**src/hw/rtl/uer_pkg.sv**
```systemverilog
// ----------------------------------------------------------------------------
// Ultrasonic echo ranger package
// Shared widths, register indexes, status codes and bundle types.
// ----------------------------------------------------------------------------
package uer_pkg;

  // Saturation width of the microsecond counter and of the distance count.
  localparam int US_BITS   = 24;
  localparam int CM_BITS   = 16;
  localparam int TPU_BITS  = 10;
  localparam int TRIG_BITS = 8;
  localparam int MPC_BITS  = 8;
  localparam int OFS_BITS  = 8;
  localparam int CFG_DATA_BITS = 24;
  localparam int CFG_IDX_BITS  = 3;

  // Configuration register indexes.
  typedef enum logic [CFG_IDX_BITS-1:0] {
    REG_TICKS_PER_US = 3'd0,
    REG_TRIGGER_US   = 3'd1,
    REG_TIMEOUT_US   = 3'd2,
    REG_US_PER_CM    = 3'd3,
    REG_OFFSET_CM    = 3'd4
  } reg_idx_t;

  // Measurement status codes.
  typedef enum logic [1:0] {
    STAT_OK        = 2'd0,
    STAT_RISE_TMO  = 2'd1,
    STAT_FALL_TMO  = 2'd2
  } status_t;

  localparam logic [TPU_BITS-1:0]  TPU_RST     = TPU_BITS'(50);
  localparam logic [TRIG_BITS-1:0] TRIG_RST    = TRIG_BITS'(10);
  localparam logic [US_BITS-1:0]   TIMEOUT_RST = US_BITS'(1000000);
  localparam logic [MPC_BITS-1:0]  MPC_RST     = MPC_BITS'(58);
  localparam logic [OFS_BITS-1:0]  OFS_RST     = OFS_BITS'(8);

  typedef struct packed {
    logic [TPU_BITS-1:0]  ticks_per_us;
    logic [TRIG_BITS-1:0] trigger_us;
    logic [US_BITS-1:0]   timeout_us;
    logic [MPC_BITS-1:0]  us_per_cm;
    logic [OFS_BITS-1:0]  offset_cm;
  } cfg_t;

  typedef struct packed {
    logic                trigger;
    logic                busy;
    logic                done;
    status_t             status;
    logic [CM_BITS-1:0]  distance;
  } res_t;

endpackage

```
**src/hw/rtl/uer_engine.sv**
```systemverilog
// ----------------------------------------------------------------------------
// Ultrasonic echo ranger measurement engine
// Phase sequencer with microsecond and centimeter prescalers, one tick per beat.
// ----------------------------------------------------------------------------
module uer_engine (
  input  logic          clk,
  input  logic          rst_n,
  input  logic          step_en,
  input  logic          start_req,
  input  logic          echo_level,
  input  uer_pkg::cfg_t cfg,
  output uer_pkg::res_t res
);

  typedef enum logic [1:0] {
    PH_IDLE = 2'd0,
    PH_TRIG = 2'd1,
    PH_RISE = 2'd2,
    PH_FALL = 2'd3
  } phase_t;

  localparam logic [uer_pkg::US_BITS-1:0] US_MAX = '1;
  localparam logic [uer_pkg::CM_BITS-1:0] CM_MAX = '1;

  phase_t                          phase_r, phase_nxt, eph;
  logic [uer_pkg::TPU_BITS-1:0]    tick_pre_r, tick_pre_nxt, tp_base;
  logic [uer_pkg::US_BITS-1:0]     us_cnt_r, us_cnt_nxt, us_base, us_inc;
  logic [uer_pkg::MPC_BITS-1:0]    cm_pre_r, cm_pre_nxt, cp_base;
  logic [uer_pkg::CM_BITS-1:0]     cm_cnt_r, cm_cnt_nxt, cm_base;
  logic                            clear, us_done, trig_end, tmo;
  logic [uer_pkg::TPU_BITS:0]      tp_p1;
  logic [uer_pkg::MPC_BITS:0]      cp_p1;
  logic [uer_pkg::CM_BITS-1:0]     ofs_ext;

  always_comb begin
    // A start from idle, or the echo rise, restarts all counters this tick.
    clear = 1'b0;
    eph   = phase_r;
    if (phase_r == PH_IDLE && start_req) begin
      eph   = PH_TRIG;
      clear = 1'b1;
    end else if (phase_r == PH_RISE && echo_level) begin
      eph   = PH_FALL;
      clear = 1'b1;
    end
    tp_base = clear ? '0 : tick_pre_r;
    us_base = clear ? '0 : us_cnt_r;
    cp_base = clear ? '0 : cm_pre_r;
    cm_base = clear ? '0 : cm_cnt_r;

    tp_p1    = {1'b0, tp_base} + 1'b1;
    us_done  = tp_p1 >= {1'b0, cfg.ticks_per_us};
    us_inc   = (us_base == US_MAX) ? us_base : us_base + 1'b1;
    trig_end = us_inc >= {{(uer_pkg::US_BITS-uer_pkg::TRIG_BITS){1'b0}}, cfg.trigger_us};
    tmo      = us_inc >= cfg.timeout_us;
    cp_p1    = {1'b0, cp_base} + 1'b1;
    ofs_ext  = {{(uer_pkg::CM_BITS-uer_pkg::OFS_BITS){1'b0}}, cfg.offset_cm};

    // Default: timebase advances by one tick.
    phase_nxt    = eph;
    tick_pre_nxt = us_done ? '0 : tp_p1[uer_pkg::TPU_BITS-1:0];
    us_cnt_nxt   = us_done ? us_inc : us_base;
    cm_pre_nxt   = cp_base;
    cm_cnt_nxt   = cm_base;
    res          = '0;

    case (eph)
      PH_TRIG: begin
        res.trigger = 1'b1;
        if (us_done && trig_end) begin
          phase_nxt    = PH_RISE;
          tick_pre_nxt = '0;
          us_cnt_nxt   = '0;
          cm_pre_nxt   = '0;
          cm_cnt_nxt   = '0;
        end
      end
      PH_RISE: begin
        if (us_done && tmo) begin
          phase_nxt  = PH_IDLE;
          res.done   = 1'b1;
          res.status = uer_pkg::STAT_RISE_TMO;
        end
      end
      PH_FALL: begin
        if (!echo_level) begin
          phase_nxt    = PH_IDLE;
          tick_pre_nxt = tp_base;
          us_cnt_nxt   = us_base;
          res.done     = 1'b1;
          res.distance = (cm_base > ofs_ext) ? cm_base - ofs_ext : '0;
        end else if (us_done) begin
          if (cp_p1 >= {1'b0, cfg.us_per_cm}) begin
            cm_pre_nxt = '0;
            cm_cnt_nxt = (cm_base == CM_MAX) ? cm_base : cm_base + 1'b1;
          end else begin
            cm_pre_nxt = cp_p1[uer_pkg::MPC_BITS-1:0];
          end
          if (tmo) begin
            phase_nxt  = PH_IDLE;
            res.done   = 1'b1;
            res.status = uer_pkg::STAT_FALL_TMO;
          end
        end
      end
      default: begin
        // Idle without a start leaves every counter where it was.
        tick_pre_nxt = tick_pre_r;
        us_cnt_nxt   = us_cnt_r;
      end
    endcase
    res.busy = (phase_nxt != PH_IDLE);
  end

  always_ff @(posedge clk) begin
    if (!rst_n) begin
      phase_r    <= PH_IDLE;
      tick_pre_r <= '0;
      us_cnt_r   <= '0;
      cm_pre_r   <= '0;
      cm_cnt_r   <= '0;
    end else if (step_en) begin
      phase_r    <= phase_nxt;
      tick_pre_r <= tick_pre_nxt;
      us_cnt_r   <= us_cnt_nxt;
      cm_pre_r   <= cm_pre_nxt;
      cm_cnt_r   <= cm_cnt_nxt;
    end
  end

endmodule

```
**src/hw/rtl/ultrasonic_echo_ranger_unit.sv**
```systemverilog
// The result of an accepted input beat is registered and appears in the cycle after it.
// Throughput: one beat per cycle; the input is ready whenever the result
// register is empty or is being taken in the same cycle.
// Reset (rst_n low at a clock edge, synchronous) returns the sequencer to
// idle, clears all counters, empties the result register, and loads the
// configuration registers with their default values.
// ----------------------------------------------------------------------------
// Ultrasonic echo ranger top level
// Trigger / echo timing for a pulse-echo range sensor, one sampled tick per
// input beat, with a register port for timing and scaling settings.
// ----------------------------------------------------------------------------
module ultrasonic_echo_ranger_unit (
  input  logic        clk,
  input  logic        rst_n,
  // Input channel: one beat per sampled clock tick of the sensor pins.
  input  logic        in_valid,
  output logic        in_ready,
  input  logic        in_start_req,
  input  logic        in_echo_level,
  // Result channel: one beat for every input beat.
  output logic        out_valid,
  input  logic        out_ready,
  output logic        out_trigger_level,
  output logic        out_busy_res,
  output logic        out_done_res,
  output logic [1:0]  out_status,
  output logic [uer_pkg::CM_BITS-1:0]        out_range_cm,
  // Configuration write port.
  input  logic                               cfg_we,
  input  logic [uer_pkg::CFG_IDX_BITS-1:0]   cfg_index,
  input  logic [uer_pkg::CFG_DATA_BITS-1:0]  cfg_wdata
);

  uer_pkg::cfg_t cfg_r;
  uer_pkg::res_t res;
  uer_pkg::res_t res_r;
  logic          out_valid_r;
  logic          accept;

  // The result register parts the two channels. A new beat is taken when
  // the register is empty or its current beat leaves in this same cycle,
  // so the engine advances exactly once per accepted beat.
  assign in_ready = !out_valid_r || out_ready;
  assign accept   = in_valid && in_ready;

  // Configuration registers. Writes outside the register list are dropped.
  always_ff @(posedge clk) begin
    if (!rst_n) begin
      cfg_r.ticks_per_us <= uer_pkg::TPU_RST;
      cfg_r.trigger_us   <= uer_pkg::TRIG_RST;
      cfg_r.timeout_us   <= uer_pkg::TIMEOUT_RST;
      cfg_r.us_per_cm    <= uer_pkg::MPC_RST;
      cfg_r.offset_cm    <= uer_pkg::OFS_RST;
    end else if (cfg_we) begin
      case (cfg_index)
        uer_pkg::REG_TICKS_PER_US: cfg_r.ticks_per_us <= cfg_wdata[uer_pkg::TPU_BITS-1:0];
        uer_pkg::REG_TRIGGER_US:   cfg_r.trigger_us   <= cfg_wdata[uer_pkg::TRIG_BITS-1:0];
        uer_pkg::REG_TIMEOUT_US:   cfg_r.timeout_us   <= cfg_wdata[uer_pkg::US_BITS-1:0];
        uer_pkg::REG_US_PER_CM:    cfg_r.us_per_cm    <= cfg_wdata[uer_pkg::MPC_BITS-1:0];
        uer_pkg::REG_OFFSET_CM:    cfg_r.offset_cm    <= cfg_wdata[uer_pkg::OFS_BITS-1:0];
        default: begin
        end
      endcase
    end
  end

  // The engine works out the next phase, the counters and the result from
  // the beat on the ports and commits its state on the accepting edge.
  uer_engine u_engine (
    .clk        (clk),
    .rst_n      (rst_n),
    .step_en    (accept),
    .start_req  (in_start_req),
    .echo_level (in_echo_level),
    .cfg        (cfg_r),
    .res        (res)
  );

  // Result register. Valid is control state; the payload needs no reset.
  always_ff @(posedge clk) begin
    if (!rst_n) begin
      out_valid_r <= 1'b0;
    end else if (accept) begin
      out_valid_r <= 1'b1;
    end else if (out_ready) begin
      out_valid_r <= 1'b0;
    end
  end

  always_ff @(posedge clk) begin
    if (accept) begin
      res_r <= res;
    end
  end

  assign out_valid         = out_valid_r;
  assign out_trigger_level = res_r.trigger;
  assign out_busy_res      = res_r.busy;
  assign out_done_res      = res_r.done;
  assign out_status        = res_r.status;
  assign out_range_cm      = res_r.distance;

endmodule

```
**config.mk**
```make
export PLATFORM = sky130hd
export DESIGN_NAME = ultrasonic_echo_ranger_unit
export DESIGN_NICKNAME = d
export VERILOG_FILES = /design/src/hw/rtl/uer_pkg.sv /design/src/hw/rtl/uer_engine.sv /design/src/hw/rtl/ultrasonic_echo_ranger_unit.sv
export SDC_FILE = /design/constraint.sdc
export NUM_CORES = 1
export LEC_CHECK = 0
export BUFFER_PORTS_ARGS = -buffer_cell sky130_fd_sc_hd__buf_2
export CORE_MARGIN = 5
export CORE_UTILIZATION = 67
export DETAILED_ROUTE_END_ITERATION = 8
export PLACE_DENSITY = 0.93
export SYNTH_ARGS = -nofsm -noshare
export SYNTH_HDL_FRONTEND = slang
export SYNTH_HIERARCHICAL = 1
export SYNTH_SLANG_ARGS = --single-unit
```
**constraint.sdc**
```tcl
create_clock -name clk -period 19.6 [get_ports clk]
set_clock_uncertainty 0.05 [all_clocks]
set_input_delay 4.9 -clock clk [delete_from_list [all_inputs] [get_ports clk]]
set_output_delay 4.9 -clock clk [all_outputs]
set_load 0.02 [all_outputs]
```
==> impl_metrics.json <==
{
  "rsz0062_at_grt": "false",
  "drt_drc_violations_left": 0,
  "netlist_top_cells_area": "dfxtp_1 25%, ha_1 7.8%, mux2i_1 6.8%, edfxtp_1 6.5%, nand2_1 6.4%",
  "wirelength_um": 27700,
  "critical_path.top_delay_family": "compound AO/OA/AOI/OAI gates",
  "synth_commonest_cells": "164 x nand2_1, 119 x dfxtp_1, 87 x nor2_1",
  "final_antenna_net_count": 0,
  "worst-path-stages": 19,
  "cts_made_buffers": 17,
  "cts.reportedPaths.clkPinSlew_ps": 60,
  "clock-sinks": 140,
  "dr_wl_met2_um": 12600,
  "seqPwrFrac_pct": 46.8,
  "min_path_type": "reg -> reg",
  "antenna_cells": 0,
  "setup_violations": 0,
  "dpl.hpwl_um": 19400,
  "drt_first_pass_iters": 5,
  "met1_length_um": 10700,
  "rr_worst_depth": 18,
  "slowest_stage": "o211ai_1",
  "route.met3.wl_um": 2530,
  "yosysTopAreaCellShare_pct": 24.6,
  "startpoint": "in_echo_level",
  "cts_tree": "built",
  "whs_ps": 407,
  "synth_area_leader_cell": "dfxtp_1",
  "cellPowerDensity_nw_per_um2": 61.3,
  "swShare_pct": 26.1,
  "finalCritPeriodShare_pct": 53.0,
  "root_buffer": "clkbuf_16",
  "r2r_end": "u_engine/cm_pre_r[6]",
  "comb_power_share_pct": 9.0,
  "finalMaxSlewViolations": 0,
  "grt_antenna_before_repair": 0,
  "synth_fp_nets": 1322,
  "grt_pass1_vias": 9346,
  "finalHoldViolCount": 0,
  "slowest_delay_ps": 890,
  "worstPathMaxFanout": 13,
  "ctsHtreeMaxLevel": 4,
  "vias": 9640,
  "area_delta_synth_final_pct": 8.03,
  "synth_most_common_cell": "nand2_1",
  "dr.max_layer_used": "met4",
  "p_int_mw": 0.474,
  "cts_setup_buffers": 0,
  "avgSynthCellArea_um2": 7.89,
  "power_frac_clock_pct": 44.2,
  "yosysWarnings": 6,
  "crit_path_end_kind": "flop",
  "synth_enable_flop_cells": 21,
  "start_util_pct": 67.4,
  "io_buffers": 56,
  "grt_pass1_wl_um": 44900,
  "placed_cells": 1399,
  "fin_cells": 1430,
  "async_flop_share_pct": 0,
  "placementRows": 44,
  "cts_buffer_depth": 2,
  "crit_required_ps": 19880,
  "cts_hold_buf": 0,
  "synthDistinctLibCells": 83,
  "die_y_um": 130,
  "grt_start_max_net_pins": 88,
  "synth_cells": 1227,
  "worstSetupPathType": "in -> reg",
  "final.min_clock_period_ps": 10390,
  "crit_chain": "buf_2 > mux2_2 > nand2_2 > nand2_1 > inv_1 > ha_1 > nand4_2 > or3_1 > or3_1 > o21ai_0 > ha_1 > a211oi_1 > o21ai_0 > a21o_1 > a2111oi_2 > nand4b_4 > o211ai_1 > nand2_1 > a211oi_1",
  "synth-seq-cells": 140,
  "place_congestion": 0.985,
  "rrSetupSlack_ps": 12940,
  "dieArea_um2": 17000,
  "synthFlopType": "dfxtp_1",
  "tns_ps": 0,
  "clk_latency_ps": 420,
  "initialDrtViolationCount": 1176,
  "drive_gt1_share_pct": 9.07,
  "clock.fmax_ghz": 0.0962,
  "crit_buf_inv": 2,
  "routedWlPerCell_um": 19.3,
  "p_leak_nw": 4.15,
  "core_area_um2": 14400,
  "outcome": "finished clean",
  "gr-total-overflow": 0,
  "nNetsFinal": 1329,
  "worst_slack_ps": 9210,
  "cts_resized": 0,
  "p_switching_mw": 0.167,
  "die_w_um": 130,
  "tightest_slew_ps": 1040,
  "netlist_area_um2": 9680,
  "groute.usage.overall_pct": 33.0,
  "arrival_ps": 10670,
  "io_pins": 57,
  "detail_route.vias_per_cell": 6.74,
  "r2r-start": "u_engine/phase_r[1]",
  "maxCapViolCount": 0,
  "crit_path_end": "u_engine/cm_pre_r[6]",
  "dpl_worst_slack_ps": 9050,
  "ir_drop_v": 0.0000524,
  "slew_headroom_pct": 30.7,
  "ys_seq_area_share_pct": 31.1,
  "start_kind": "primary input"
}
-- sequential cells by signal, summed over array words and instances (netlist names), 2 cells and up --
name                 flops
cfg_r                   58
u_engine/us_cnt_r       24
out_range_cm            16
u_engine/cm_cnt_r       16
u_engine/tick_pre_r     10
u_engine/cm_pre_r        8
out_status               2
u_engine/phase_r         2
-- worst min-delay path, cell delays in order, from the launching register on --
cell and delay, ps:
dfxtp_1 300, nand2_1 50, mux2i_1 50
-- kinds of logic after synthesis --
group / after synthesis / synth area share (%)
AOI/OAI and AO/OA: 265 / 18.1
DFF: 140 / 31.1
muxes: 68 / 7.06
buffers and inverters: 156 / 6.31
and+or+nand+nor: 500 / 26.1
xor gates and xnor gates: 37 / 3.35
adders and majority gates: 61 / 7.96
-- cell type report --
cell class | count | area (µm²)
clock buffers | 23 | 448
clock inverters | 8 | 52.6
fillers | 1028 | 3910
inverters | 79 | 297
multi-input cells | 931 | 6070
flip-flops and latches | 140 | 3010
well taps | 184 | 230
repair buffers | 65 | 350
-- power groups by stage --
stage                     Sequential, mW  Combinational, mW  Clock, mW
after global routing               0.300             0.0621      0.300
after floorplan                    0.308             0.0350          0
after detailed placement           0.306             0.0557          0
final                              0.300             0.0577      0.283
after CTS                          0.300             0.0562      0.285
after global placement             0.306             0.0540          0
-- routing by layer --
layer  vias to the layer above  global-route usage, %
li1                       4447                      -
met1                      4419                   38.4
met2                       602                   54.3
met3                       172                   7.16
met4                         0                   21.9
met5                         -                      0
-- worst min-delay path by stage --
| stage | cells past startpoint | slack, ps | endpoint | from |
|---|---|---|---|---|
| 2_1_floorplan | 2 | 380 | cfg_r[14] | cfg_r[14] |
| 3_3_place_gp | 2 | 390 | cfg_r[31] | cfg_r[31] |
| 3_5_place_dp | 2 | 400 | cfg_r[38] | cfg_r[38] |
| 4_1_cts | 2 | 410 | cfg_r[38] | cfg_r[38] |
| 5_1_grt | 2 | 430 | cfg_r[38] | cfg_r[38] |
| 6_report | 2 | 410 | cfg_r[38] | cfg_r[38] |
-- through the flow --
stage	total power, mW	utilization, %	area (µm²)
final	0.641	72.8	10500
after global routing	0.663	72.8	10500
after CTS	0.641	72.8	10500
after detailed placement	0.362	69.3	9960
after global placement	0.360	69.3	9960
after floorplan	0.343	-	9680
-- placed cells by master, fill, tap and decap left out, types with 6 or more instances in the layout --
cell type	netlist	final
a32oi_1	10	10
o31ai_1	9	9
o2111ai_1	7	7
clkbuf_16	0	17
nand4_1	20	20
and2_1	12	12
a21boi_0	6	6
nand2b_1	8	8
or4_1	7	7
mux2i_1	66	66
and4_1	10	10
clkbuf_1	59	6
edfxtp_1	21	21
and3_1	23	23
nor2b_1	34	34
inv_1	77	76
buf_2	8	55
nor3_1	29	29
a31oi_1	15	15
o21ai_0	40	40
dfxtp_1	119	119
a211oi_1	9	9
nand2_1	164	163
ha_1	60	60
o211ai_1	16	16
nand3_1	57	57
xor2_1	17	17
or3_1	13	13
a21oi_1	73	73
o21a_1	7	7
nor4_1	15	15
xnor2_1	20	20
buf_4	2	10
nor2_1	87	86
o21ai_1	16	16
Note: power is estimated with default switching activity, not from simulation.
